--- config.mk ---
export PLATFORM = sky130hd
export DESIGN_NAME = base32_stream_decoder_unit
export DESIGN_NICKNAME = d
export VERILOG_FILES = /design/src/hdl/b32d_pkg.sv /design/src/hdl/b32d_char_decode.sv /design/src/hdl/b32d_core.sv /design/src/hdl/b32d_out_buf.sv /design/src/hdl/base32_stream_decoder_unit.sv
export SDC_FILE = /design/constraint.sdc
export NUM_CORES = 1
export LEC_CHECK = 0
export ABC_AREA = 1
export BUFFER_PORTS_ARGS = -buffer_cell sky130_fd_sc_hd__buf_4
export CAP_MARGIN = 20
export CORE_ASPECT_RATIO = 1.75
export CORE_MARGIN = 4
export CORE_UTILIZATION = 60
export DETAILED_ROUTE_END_ITERATION = 6
export GPL_ROUTABILITY_DRIVEN = 0
export GPL_TIMING_DRIVEN = 0
export HOLD_SLACK_MARGIN = 0.06
export PLACE_DENSITY_LB_ADDON = 0.2
export SYNTH_ARGS = -nofsm -noshare
export SYNTH_HDL_FRONTEND = slang
export SYNTH_SLANG_ARGS = --single-unit
--- constraint.sdc ---
create_clock -name clock -period 5.7 [get_ports clock]
set_input_delay 1.71 -clock clock [delete_from_list [all_inputs] [get_ports clock]]
set_output_delay 1.71 -clock clock [all_outputs]
set_load 0.02 [all_outputs]
--- src/hdl/b32d_pkg.sv ---
// ----------------------------------------------------------------------------
// b32d_pkg: shared types and constants of the base32 stream decoder
// Holds the result status codes, the character classes, the letter table and
// the struct types that pass between the decoder modules.
// ----------------------------------------------------------------------------
`default_nettype none

package b32d_pkg;

   localparam int unsigned CharCountWidth = 18;
   localparam int unsigned ByteCountWidth = 16;
   localparam logic [CharCountWidth-1:0] CharCountMax = '1;

   // Dash character, consumed and skipped.
   localparam logic [7:0] CharDash = 8'h2D;

   typedef enum logic [1:0] {
      ST_DATA     = 2'd0,
      ST_DONE     = 2'd1,
      ST_OVERFLOW = 2'd2
   } status_type;

   typedef enum logic [1:0] {
      CK_DIGIT = 2'd0,
      CK_DASH  = 2'd1,
      CK_TERM  = 2'd2
   } char_kind_type;

   typedef struct packed {
      char_kind_type kind;
      logic [4:0]    value;
   } char_info_type;

   typedef struct packed {
      status_type                status;
      logic [7:0]                data_byte;
      logic [ByteCountWidth-1:0] bytes_written;
      logic [CharCountWidth-1:0] chars_consumed;
   } rsp_beat_type;

   // Letter value, indexed by the low five bits of the code minus one
   // (A or a gives index 0). I and L read as 1, O as 0, Z as 2.
   function automatic logic [4:0] letter_value(input logic [4:0] idx);
      logic [4:0] v;
      case (idx)
         5'd0:    v = 5'd10;
         5'd1:    v = 5'd11;
         5'd2:    v = 5'd12;
         5'd3:    v = 5'd13;
         5'd4:    v = 5'd14;
         5'd5:    v = 5'd15;
         5'd6:    v = 5'd16;
         5'd7:    v = 5'd17;
         5'd8:    v = 5'd1;
         5'd9:    v = 5'd18;
         5'd10:   v = 5'd19;
         5'd11:   v = 5'd1;
         5'd12:   v = 5'd20;
         5'd13:   v = 5'd21;
         5'd14:   v = 5'd0;
         5'd15:   v = 5'd22;
         5'd16:   v = 5'd23;
         5'd17:   v = 5'd24;
         5'd18:   v = 5'd25;
         5'd19:   v = 5'd26;
         5'd20:   v = 5'd27;
         5'd21:   v = 5'd28;
         5'd22:   v = 5'd29;
         5'd23:   v = 5'd30;
         5'd24:   v = 5'd31;
         5'd25:   v = 5'd2;
         default: v = 5'd0;
      endcase
      return v;
   endfunction

   // Bits already held before a digit, by position in the 8-digit group:
   // (5 * position) mod 8.
   function automatic logic [2:0] held_bits(input logic [2:0] pos);
      logic [2:0] h;
      case (pos)
         3'd0:    h = 3'd0;
         3'd1:    h = 3'd5;
         3'd2:    h = 3'd2;
         3'd3:    h = 3'd7;
         3'd4:    h = 3'd4;
         3'd5:    h = 3'd1;
         3'd6:    h = 3'd6;
         default: h = 3'd3;
      endcase
      return h;
   endfunction

endpackage

`default_nettype wire

--- src/hdl/b32d_char_decode.sv ---
// ----------------------------------------------------------------------------
// b32d_char_decode: character classifier
// Sorts one raw character code into digit, dash or terminator and gives the
// five-bit digit value.
// ----------------------------------------------------------------------------
`default_nettype none

module b32d_char_decode (
   input  wire logic [7:0]             char_code,
   output b32d_pkg::char_info_type     info
);

   logic [4:0] letter_idx;

   assign letter_idx = char_code[4:0] - 5'd1;

   always_comb begin
      info.kind  = b32d_pkg::CK_TERM;
      info.value = 5'd0;
      case (char_code) inside
         [8'h30:8'h39]: begin
            info.kind  = b32d_pkg::CK_DIGIT;
            info.value = {1'b0, char_code[3:0]};
         end
         [8'h41:8'h5A], [8'h61:8'h7A]: begin
            info.kind  = b32d_pkg::CK_DIGIT;
            info.value = b32d_pkg::letter_value(letter_idx);
         end
         b32d_pkg::CharDash: begin
            info.kind = b32d_pkg::CK_DASH;
         end
         default: begin
            info.kind = b32d_pkg::CK_TERM;
         end
      endcase
   end

endmodule

`default_nettype wire

--- src/hdl/b32d_core.sv ---
// ----------------------------------------------------------------------------
// b32d_core: string state and byte assembly
// Holds the group position, pending bits and the byte and character counts,
// and forms at most one result beat for each accepted character.
// ----------------------------------------------------------------------------
`default_nettype none

module b32d_core (
   input  wire logic                    clock,
   input  wire logic                    reset,
   input  wire logic                    accept,
   input  wire b32d_pkg::char_info_type info,
   input  wire logic [15:0]             capacity,
   output logic                         push,
   output b32d_pkg::rsp_beat_type       beat
);

   logic [2:0]  group_ff,   group_in;
   logic [11:0] pending_ff, pending_in;
   logic [b32d_pkg::ByteCountWidth-1:0] byte_count_ff, byte_count_in;
   logic [b32d_pkg::CharCountWidth-1:0] char_count_ff, char_count_in;

   logic [b32d_pkg::CharCountWidth-1:0] char_next;
   logic [b32d_pkg::ByteCountWidth-1:0] byte_next;
   logic [2:0]  held;
   logic [2:0]  shift;
   logic [11:0] acc;
   logic [11:0] acc_shifted;

   always_comb begin
      char_next   = (char_count_ff == b32d_pkg::CharCountMax) ?
                    char_count_ff : char_count_ff + 18'd1;
      byte_next   = byte_count_ff + 16'd1;
      held        = b32d_pkg::held_bits(group_ff);
      shift       = held - 3'd3;
      acc         = {pending_ff[6:0], info.value};
      acc_shifted = acc >> shift;

      group_in      = group_ff;
      pending_in    = pending_ff;
      byte_count_in = byte_count_ff;
      char_count_in = char_count_ff;

      push                = 1'b0;
      beat.status         = b32d_pkg::ST_DATA;
      beat.data_byte      = 8'd0;
      beat.bytes_written  = byte_count_ff;
      beat.chars_consumed = char_next;

      if (accept) begin
         char_count_in = char_next;
         unique case (info.kind)
            b32d_pkg::CK_DASH: begin
               char_count_in = char_next;
            end
            b32d_pkg::CK_DIGIT: begin
               group_in = group_ff + 3'd1;
               if (held < 3'd3) begin
                  // Fewer than eight bits so far, nothing to emit yet.
                  pending_in = acc;
               end else if (byte_count_ff >= capacity) begin
                  push          = 1'b1;
                  beat.status   = b32d_pkg::ST_OVERFLOW;
                  group_in      = 3'd0;
                  pending_in    = 12'd0;
                  byte_count_in = '0;
                  char_count_in = '0;
               end else begin
                  push               = 1'b1;
                  beat.data_byte     = acc_shifted[7:0];
                  beat.bytes_written = byte_next;
                  pending_in         = acc & ((12'd1 << shift) - 12'd1);
                  byte_count_in      = byte_next;
               end
            end
            b32d_pkg::CK_TERM: begin
               push          = 1'b1;
               beat.status   = b32d_pkg::ST_DONE;
               group_in      = 3'd0;
               pending_in    = 12'd0;
               byte_count_in = '0;
               char_count_in = '0;
            end
            default: begin
               char_count_in = char_next;
            end
         endcase
      end
   end

   always_ff @(posedge clock) begin
      if (reset) begin
         group_ff      <= 3'd0;
         pending_ff    <= 12'd0;
         byte_count_ff <= '0;
         char_count_ff <= '0;
      end else begin
         group_ff      <= group_in;
         pending_ff    <= pending_in;
         byte_count_ff <= byte_count_in;
         char_count_ff <= char_count_in;
      end
   end

   // At most seven undelivered bits are ever carried between characters.
   a_pending_narrow: assert property (@(posedge clock) disable iff (reset)
      pending_ff[11:7] == 5'd0)
      else $error("pending bits exceed seven");

   // An end result clears the string state.
   a_end_restarts: assert property (@(posedge clock) disable iff (reset)
      (push && beat.status != b32d_pkg::ST_DATA) |=>
      (group_ff == 3'd0 && byte_count_ff == '0 && char_count_ff == '0))
      else $error("string state not cleared after end result");

   // A data byte advances the byte count by one.
   a_byte_count_step: assert property (@(posedge clock) disable iff (reset)
      (push && beat.status == b32d_pkg::ST_DATA) |=>
      (byte_count_ff == $past(byte_count_ff) + 16'd1))
      else $error("byte count did not advance with data beat");

endmodule

`default_nettype wire

--- src/hdl/b32d_out_buf.sv ---
// ----------------------------------------------------------------------------
// b32d_out_buf: result register with skid stage
// Keeps the result channel registered and lets the input side run on while
// one finished beat waits for the consumer.
// ----------------------------------------------------------------------------
`default_nettype none

module b32d_out_buf (
   input  wire logic                   clock,
   input  wire logic                   reset,
   input  wire logic                   push,
   input  wire b32d_pkg::rsp_beat_type push_beat,
   output logic                        room,
   output logic                        rsp_valid,
   input  wire logic                   rsp_ready,
   output b32d_pkg::rsp_beat_type      rsp_beat
);

   logic                   out_valid_ff,  out_valid_in;
   logic                   skid_valid_ff, skid_valid_in;
   b32d_pkg::rsp_beat_type out_beat_ff,   out_beat_in;
   b32d_pkg::rsp_beat_type skid_beat_ff,  skid_beat_in;

   assign room      = !skid_valid_ff;
   assign rsp_valid = out_valid_ff;
   assign rsp_beat  = out_beat_ff;

   always_comb begin
      out_valid_in  = out_valid_ff;
      skid_valid_in = skid_valid_ff;
      out_beat_in   = out_beat_ff;
      skid_beat_in  = skid_beat_ff;
      if (!out_valid_ff || rsp_ready) begin
         if (skid_valid_ff) begin
            out_beat_in   = skid_beat_ff;
            out_valid_in  = 1'b1;
            skid_valid_in = 1'b0;
         end else begin
            out_beat_in  = push_beat;
            out_valid_in = push;
         end
      end else if (push) begin
         // Output is stalled: park the new beat in the skid stage.
         skid_beat_in  = push_beat;
         skid_valid_in = 1'b1;
      end
   end

   always_ff @(posedge clock) begin
      if (reset) begin
         out_valid_ff  <= 1'b0;
         skid_valid_ff <= 1'b0;
      end else begin
         out_valid_ff  <= out_valid_in;
         skid_valid_ff <= skid_valid_in;
      end
   end

   always_ff @(posedge clock) begin
      out_beat_ff  <= out_beat_in;
      skid_beat_ff <= skid_beat_in;
   end

   // The skid stage is only ever filled behind a held output beat.
   a_skid_behind_out: assert property (@(posedge clock) disable iff (reset)
      skid_valid_ff |-> out_valid_ff)
      else $error("skid stage holds a beat with the output empty");

   // No new beat arrives while the skid stage is full.
   a_no_push_when_full: assert property (@(posedge clock) disable iff (reset)
      push |-> !skid_valid_ff)
      else $error("beat pushed into a full buffer");

endmodule

`default_nettype wire

--- src/hdl/base32_stream_decoder_unit.sv ---
// ----------------------------------------------------------------------------
// base32_stream_decoder_unit: Crockford-style base32 stream decoder
// Decodes one character per beat, emits each byte as soon as its eight bits
// are complete, and ends a string with a done or overflow beat.
//
//   Channel   Direction  Handshake         Payload
//   req_      in         valid / ready     char_code
//   rsp_      out        valid / ready     status, data_byte, bytes_written,
//                                          chars_consumed
//   csr_      in         write enable      out_capacity (no read-back)
//
// One character is accepted per cycle while the skid stage is empty; its result,
// if any, reaches the rsp_ channel from the output register or the skid stage.
// The lookup, shift and capacity compare of a character sit combinationally
// between the string state registers and the output register.
// A two-entry output buffer (register plus skid stage) keeps req_ready high
// while one result waits; req_ready drops only when both entries are full.
// Synchronous reset clears the string state and sets the capacity to its mask (65535 for 16 CAPACITY_BITS).
// ----------------------------------------------------------------------------
`default_nettype none

module base32_stream_decoder_unit #(
   parameter int unsigned CAPACITY_BITS = 16
) (
   input  wire logic        clock,
   input  wire logic        reset,
   input  wire logic        req_valid,
   output logic             req_ready,
   input  wire logic [7:0]  req_char_code,
   output logic             rsp_valid,
   input  wire logic        rsp_ready,
   output logic [1:0]       rsp_status,
   output logic [7:0]       rsp_data_byte,
   output logic [15:0]      rsp_bytes_written,
   output logic [17:0]      rsp_chars_consumed,
   input  wire logic        csr_wr_en,
   input  wire logic [15:0] csr_wr_data
);

   localparam int unsigned CapKeep = (CAPACITY_BITS < 16) ? CAPACITY_BITS : 16;
   localparam logic [15:0] CapMask = 16'((17'd1 << CapKeep) - 17'd1);

   logic [15:0]             capacity_ff, capacity_in;
   logic                    accept;
   logic                    push;
   logic                    room;
   b32d_pkg::char_info_type info;
   b32d_pkg::rsp_beat_type  push_beat;
   b32d_pkg::rsp_beat_type  rsp_beat;

   assign capacity_in = csr_wr_en ? (csr_wr_data & CapMask) : capacity_ff;

   always_ff @(posedge clock) begin
      if (reset) begin
         capacity_ff <= CapMask;
      end else begin
         capacity_ff <= capacity_in;
      end
   end

   assign req_ready = room;
   assign accept    = req_valid && room;

   b32d_char_decode u_char_decode (
      .char_code (req_char_code),
      .info      (info)
   );

   b32d_core u_core (
      .clock    (clock),
      .reset    (reset),
      .accept   (accept),
      .info     (info),
      .capacity (capacity_ff),
      .push     (push),
      .beat     (push_beat)
   );

   b32d_out_buf u_out_buf (
      .clock     (clock),
      .reset     (reset),
      .push      (push),
      .push_beat (push_beat),
      .room      (room),
      .rsp_valid (rsp_valid),
      .rsp_ready (rsp_ready),
      .rsp_beat  (rsp_beat)
   );

   assign rsp_status         = rsp_beat.status;
   assign rsp_data_byte      = rsp_beat.data_byte;
   assign rsp_bytes_written  = rsp_beat.bytes_written;
   assign rsp_chars_consumed = rsp_beat.chars_consumed;

endmodule

`default_nettype wire
==> results of run 1 <==
stage by stage:
| step | total power [W] | setup TNS [ns] | utilization | area [um2] | setup WS [ns] |
|---|---|---|---|---|---|
| detailed placement | 0.00158 | 0 | 0.676 | 9100 | 1.20 |
| global route | 0.00283 | 0 | 0.722 | 9710 | 1.35 |
| global placement | 0.00157 | -48.80 | 0.673 | 9050 | -1.11 |
| CTS | 0.00273 | 0 | 0.722 | 9710 | 1.64 |
| floorplan | 0.00146 | 0 | - | 8290 | 0.413 |
| finish | 0.00273 | 0 | 0.722 | 9710 | 1.65 |
power by group:
| part | total, W | internal [W] | switching, W |
|---|---|---|---|
| Combinational | 0.000367 | 0.000125 | 0.000243 |
| Sequential | 0.00120 | 0.00118 | 0.0000147 |
| Clock | 0.00117 | 0.000668 | 0.000498 |
worst max path at each step:
stage / start / endpoint / depth (start not counted)
final: req_char_code[0] / u_out_buf.skid_beat_ff[5] / 11
after CTS: req_char_code[0] / u_out_buf.skid_beat_ff[24] / 11
after floorplan: req_char_code[1] / u_out_buf.skid_beat_ff[0] / 10
after global routing: req_char_code[0] / u_out_buf.skid_beat_ff[11] / 11
after detailed placement: req_char_code[0] / u_out_buf.skid_beat_ff[29] / 11
after global placement: req_char_code[0] / u_out_buf.skid_beat_ff[29] / 10
sequential cells by signal, summed over array words and instances (netlist names):
register / flops
u_core.byte_count_ff: 16
u_out_buf.skid_beat_ff: 44
u_out_buf.rsp_beat: 44
u_out_buf.skid_valid_ff: 1
capacity_ff: 16
u_core.char_count_ff: 18
u_core.group_ff: 3
u_out_buf.rsp_valid: 1
u_core.pending_ff: 7
cells by family after synthesis:
| logic type | share of synthesized area |
|---|---|
| AO/OA/AOI/OAI | 0.117 |
| flip-flops | 0.469 |
| adder cells (fa/ha/maj) | 0.0619 |
| multiplexers | 0.00121 |
| XOR/XNOR | 0.0233 |
| AND/OR/NAND/NOR | 0.255 |
| buffers and inverters | 0.0731 |
per-layer routing:
layer,part of all wire,vias up,GRT usage
li1,-,3528,-
met1,0.37,3421,0.281
met4,0.028,0,0.109
met5,0,-,0
met2,0.55,285,0.516
met3,0.052,55,0.0483
cell type report:
class | count | share of cell area
Clock inverter | 14 | 0.0189
Buffer | 36 | 0.0201
Multi-Input combinational cell | 705 | 0.392
Sequential cell | 150 | 0.400
Timing Repair Buffer | 75 | 0.0605
Inverter | 108 | 0.0423
Tap cell | 174 | 0.0224
Clock buffer | 18 | 0.0442
cells in the final DEF (no fill, tap or decap), drive strengths merged:
| master | count |
|---|---|
| bufinv | 2 |
| buf | 89 |
| mux2i | 1 |
| clkinvlp | 1 |
| nor3 | 11 |
| a31oi | 19 |
| xor2 | 15 |
| nor2 | 77 |
| a211oi | 1 |
| o211ai | 3 |
| o21ai | 73 |
| nand3 | 86 |
| dfxtp | 62 |
| clkinv | 2 |
| ha | 41 |
| nand4 | 20 |
| nand3b | 1 |
| nor4 | 1 |
| or2 | 3 |
| o2111ai | 1 |
| xnor2 | 7 |
| a21oi | 71 |
| inv | 117 |
| o21a | 1 |
| edfxtp | 88 |
| clkbuf | 40 |
| nand2 | 273 |
worst max-delay path: cells and delay by family:
family	cells	cell delay [ns]
buf+inv	5	1.00
simple gates	4	0.84
compound gates	1	0.26
fa+ha+maj	1	0.34
==> impl_metrics.json, run 1 <==
{
  "io_pins": 75,
  "worstSetupPathType": "primary input to flip-flop",
  "gr-total-overflow": 0,
  "stdcell_count": 1280,
  "cp_data_required_time_ns": 5.82,
  "start_kind": "primary input",
  "antenna_found_initial": 0,
  "synthArstFlopShare": 0,
  "yosysTopAreaCellShare": 0.319,
  "holdBufCountCts": 0,
  "grt_max_degree": 41,
  "syn_to_final_growth_pct": 17.2,
  "hold_path_depth": 2,
  "yosysUniqueCellTypes": 42,
  "diodes": 0,
  "cpMaxStageDelayCell": "nor2_4",
  "synth_common_cells": "nand2_1 (267), inv_1 (96), edfxtp_1 (88)",
  "synth_edf_count": 88,
  "drv_slew": 0,
  "ant_nets": 0,
  "post_drt_via_cell_ratio": 5.69,
  "hold_viol": 0,
  "arrival_ns": 4.18,
  "finalSetupViolCount": 0,
  "coreArea_um2": 13500,
  "cpPeakStageDelay_ns": 0.38,
  "tritoncts": "yes",
  "rsz0062_at_grt": "no",
  "grt_pass1_vias": 7071,
  "power_density_nw_per_um2": 281,
  "syn_area_um2": 8290,
  "syn-instance-count": 999,
  "rr_worst_depth": 13,
  "path_max_fanout": 32,
  "nFillCells": 1116,
  "first_iter_violations": 593,
  "htree_levels": 4,
  "hold_path_class": "flip-flop to flip-flop",
  "seq_area_frac_synth": 0.469,
  "post_cts_buffers": 0,
  "start_util": 0.616,
  "cts_made_buffers": 17,
  "yosys_most_used_dff": "edfxtp_1",
  "worst_pin_slew_ns": 0.704,
  "routed_wl_um": 20600,
  "track_usage": 0.267,
  "synth.largest_area_cell": "edfxtp_1",
  "post_synth.cell_area_avg_um2": 8.29,
  "whs_ns": 0.469,
  "ys_seq_elements": 150,
  "peakVddDrop_mv": 0.220,
  "dr.pass1.iters": 5,
  "period_share": 0.711,
  "cp_cell_sequence": "buf_4 > inv_1 > ha_1 > nand4_1 > nand3_1 > nand2_2 > a21oi_1 > inv_2 > buf_4 > nor2_4 > buf_12",
  "clk_path_buf_depth": 2,
  "min_from": "capacity_ff[11]",
  "relSlewSlack": 0.528,
  "routedWlPerCell_um": 16.1,
  "grt_first_pass_wirelength_um": 34000,
  "clkTransAtPathRegs_ns": 0.06,
  "yosysWarnings": 0,
  "final.setup_skew_ns": 0.0127,
  "fin_crit_ns": 4.05,
  "p_leak_nw": 4.31,
  "syn_nets": 1069,
  "portBuffers": 73,
  "synth_area_leaders": "edfxtp_1 (32%), dfxtp_1 (15%), nand2_1 (12%)",
  "seq_area_um2": 3880,
  "via_count": 7289,
  "clock-sinks": 150,
  "die_x_um": 96.8,
  "r2r_start": "u_core.group_ff[0]",
  "max-cap-violations": 0,
  "cts_resized": 0,
  "r2r_end": "u_out_buf.rsp_beat[40]",
  "clock_latency_ns": 0.43,
  "drc": 0,
  "die_h_um": 163,
  "drive_gt1_frac": 0.165,
  "multi_input_area_um2": 3800,
  "clockRootBuffer": "clkbuf_16",
  "hold_end": "capacity_ff[11]",
  "endpoint_kind": "flip-flop",
  "reg2reg_slack_ns": 2.15,
  "cpMostUsedCell": "buf_4",
  "die_area_um2": 15800,
  "dp.cells": 1248,
  "std_cell_rows": 56,
  "fmax_mhz": 247,
  "status": "completed",
  "nets": 1163,
  "dp_hpwl_um": 15100,
  "synth.most_common_cell": "nand2_1"
}
Power figures use the tool's default switching activity.
==> run 2, diff against run 1 <==
--- a/config.mk
+++ b/config.mk
@@ -5,7 +5,7 @@
 export SDC_FILE = /design/constraint.sdc
 export NUM_CORES = 1
 export LEC_CHECK = 0
-export ABC_AREA = 1
+export ABC_AREA = 0
 export BUFFER_PORTS_ARGS = -buffer_cell sky130_fd_sc_hd__buf_4
 export CAP_MARGIN = 20
 export CORE_ASPECT_RATIO = 1.75
==> constraint.sdc (replaced) <==
create_clock -name clock -period 3.9 [get_ports clock]
set_input_delay 1.17 -clock clock [delete_from_list [all_inputs] [get_ports clock]]
set_output_delay 1.17 -clock clock [all_outputs]
set_load 0.02 [all_outputs]
==> run 2 against run 1 <==
Effect of this change: non-clock buffer count is 4 higher; synthesized cell count is 18% lower; combinational power is 20% higher; clock skew is 0.0028 ns lower; total power is 39% higher; final area is 0.67% higher; cell count is 14% lower; wire length is 2.1% higher; register-to-register slack worse by 2.0 ns; via count is 5.2% lower; count of clock-buffer cells in the layout is 1 lower; largest power group unchanged; highest routed layer unchanged.
==> impl_metrics.json, run 2 <==
{
  "cp_cell_sequence": "buf_2 > inv_1 > ha_1 > clkbuf_2 > a21boi_2 > mux2_2 > a2111oi_2 > nor3_1 > a32o_1 > a32oi_1 > nand3_1",
  "clock_latency_ns": 0.43,
  "worst-path-buf-inv": 3,
  "syn_area_um2": 8320,
  "ant_nets": 0,
  "p_switching_w": 0.00101,
  "max-cap-violations": 0,
  "power_frac_comb": 0.116,
  "die_x_um": 97.0,
  "rsz0062_at_grt": "yes",
  "post_drt_via_cell_ratio": 6.30,
  "finalSetupViolCount": 0,
  "via_count": 6908,
  "synth.largest_area_cell": "edfxtp_1",
  "peakVddDrop_mv": 0.357,
  "clkPwrFrac": 0.425,
  "cts_made_buffers": 17,
  "endpoint_kind": "flip-flop",
  "worstSetupPathType": "primary input to flip-flop",
  "relSlewSlack": 0.421,
  "final.setup_skew_ns": 0.00986,
  "die_h_um": 164,
  "hold_path_depth": 2,
  "seqPwrFrac": 0.459,
  "yosysWarnings": 0,
  "mostFrequentLayoutCell": "edfxtp_1",
  "antenna_found_initial": 0,
  "gr-total-overflow": 0,
  "hold_path_class": "flip-flop to flip-flop",
  "dp_hpwl_um": 15400,
  "routedWlPerCell_um": 19.2,
  "seq_area_frac_synth": 0.467,
  "ys_seq_elements": 150,
  "synth_edf_count": 88,
  "syn-instance-count": 816,
  "fmax_mhz": 266,
  "track_usage": 0.267,
  "path_max_fanout": 9,
  "cp_data_required_time_ns": 4.06,
  "die_area_um2": 15900,
  "clk_path_buf_depth": 2,
  "worst-path-stages": 11,
  "htree_levels": 4,
  "power_density_nw_per_um2": 389,
  "yosysTopAreaCellShare": 0.318,
  "fin_crit_ns": 3.76,
  "hold_viol": 0,
  "synthArstFlopShare": 0,
  "p_int_w": 0.00279,
  "yosysUniqueCellTypes": 77,
  "clockRootBuffer": "clkbuf_16",
  "nets": 979,
  "drc": 0,
  "period_share": 0.965,
  "sw_frac_of_total": 0.265,
  "synth_area_leaders": "edfxtp_1 (32%), dfxtp_1 (15%), ha_1 (6.2%)",
  "critPathTopFamily": "compound AO/OA/AOI/OAI gates",
  "start_util": 0.615,
  "synth.most_common_cell": "edfxtp_1",
  "whs_ns": 0.488,
  "p_leak_nw": 3.95,
  "arrival_ns": 3.92,
  "yosys_most_used_dff": "edfxtp_1",
  "drv_slew": 0,
  "tns_ns": 0,
  "rr_worst_depth": 13,
  "syn_to_final_growth_pct": 17.5,
  "std_cell_rows": 56,
  "portBuffers": 72,
  "clkTransAtPathRegs_ns": 0.07,
  "grt_first_pass_wirelength_um": 34200,
  "routed_wl_um": 21100,
  "start_kind": "primary input",
  "syn_nets": 886,
  "first_iter_violations": 542,
  "clock-sinks": 150,
  "grt_max_degree": 48,
  "status": "completed",
  "dr.pass1.iters": 5,
  "grt_pass1_vias": 7006,
  "cpMaxStageDelayCell": "a2111oi_2",
  "io_pins": 75,
  "post_synth.cell_area_avg_um2": 10.2,
  "cpPeakStageDelay_ns": 0.40,
  "coreArea_um2": 13500,
  "diodes": 0,
  "worst_pin_slew_ns": 0.860,
  "synth_common_cells": "edfxtp_1 (88), nand2_1 (75), dfxtp_1 (62)",
  "drive_gt1_frac": 0.194,
  "final_cell_mix": "edfxtp_1 (88), nand2_1 (75), buf_4 (73), dfxtp_1 (62), nor2_1 (58)",
  "tritoncts": "yes",
  "post_cts_buffers": 0
}
## run 2: stage by stage
step	std cells	util	power, W	area, um2	worst slack, ns
after floorplan	816	-	0.00205	8350	0.142
after global placement	1062	0.673	0.00219	9110	-0.438
after detailed placement	1063	0.675	0.00220	9130	-0.344
after CTS	1095	0.719	0.00380	9720	0.0888
after global routing	1096	0.723	0.00393	9780	-0.0245
final	1096	0.723	0.00380	9780	0.136
## run 2: worst reg2reg max path, cell delays in order (launching register included)
cell      delay [ns]
dfxtp_1         0.53
inv_1           0.23
ha_1            0.30
nor3_2          0.43
inv_1           0.16
ha_1            0.30
xnor2_2         0.32
clkbuf_2        0.31
nand2_1         0.09
ha_1            0.25
xnor2_1         0.14
o21ai_0         0.28
nand4_1         0.15
a21oi_1         0.15
## run 2: timing repair
action / 4_1_cts / 5_1_grt
endpoints found under the setup margin: 3 / 18
hold buffers: 0 / 0
resized for setup: 2 / 7
gates cloned: 0 / 0
endpoints found under the hold margin: 0 / 0
## run 2: worst paths after layout
| kind | slack (ns) | end | start |
|---|---|---|---|
| setup / recovery | 0.14 | u_out_buf.rsp_beat[34] | req_char_code[2] |
| hold / removal | 0.49 | capacity_ff[10] | capacity_ff[10] |
| setup reg to reg | 0.19 | u_core.pending_ff[4] | u_core.group_ff[0] |
| hold reg to reg | 0.49 | capacity_ff[10] | capacity_ff[10] |
## run 2: cells by family after synthesis
kind of cell               share of synthesized area
buffers and inverters                         0.0388
DFF                                            0.467
adders and majority gates                     0.0617
AOI/OAI and AO/OA                              0.151
and+or+nand+nor                                0.165
muxes                                         0.0583
xor gates and xnor gates                      0.0577
## run 2: layer usage
metal / part of all wire / global-route usage / vias to the layer above
met4: 0.049 / 0.171 / 0
met3: 0.064 / 0.0535 / 96
li1: - / - / 3198
met5: 0 / 0 / -
met2: 0.53 / 0.492 / 354
met1: 0.35 / 0.272 / 3260
## run 2: layout make-up
cell class / instances / area [um2]
inverters: 39 / 146
well taps: 174 / 218
flip-flops and latches: 150 / 3880
multi-input cells: 586 / 4180
clock inverters: 15 / 159
plain buffers: 41 / 179
fillers: 975 / 3740
clock buffers: 17 / 425
repair buffers: 74 / 588
## run 2: power groups by stage
stage	Sequential [W]	Clock (W)	Combinational, W
after CTS	0.00175	0.00162	0.000426
after floorplan	0.00182	0	0.000234
after global routing	0.00175	0.00170	0.000476
final	0.00175	0.00161	0.000440
after global placement	0.00178	0	0.000407
after detailed placement	0.00178	0	0.000423
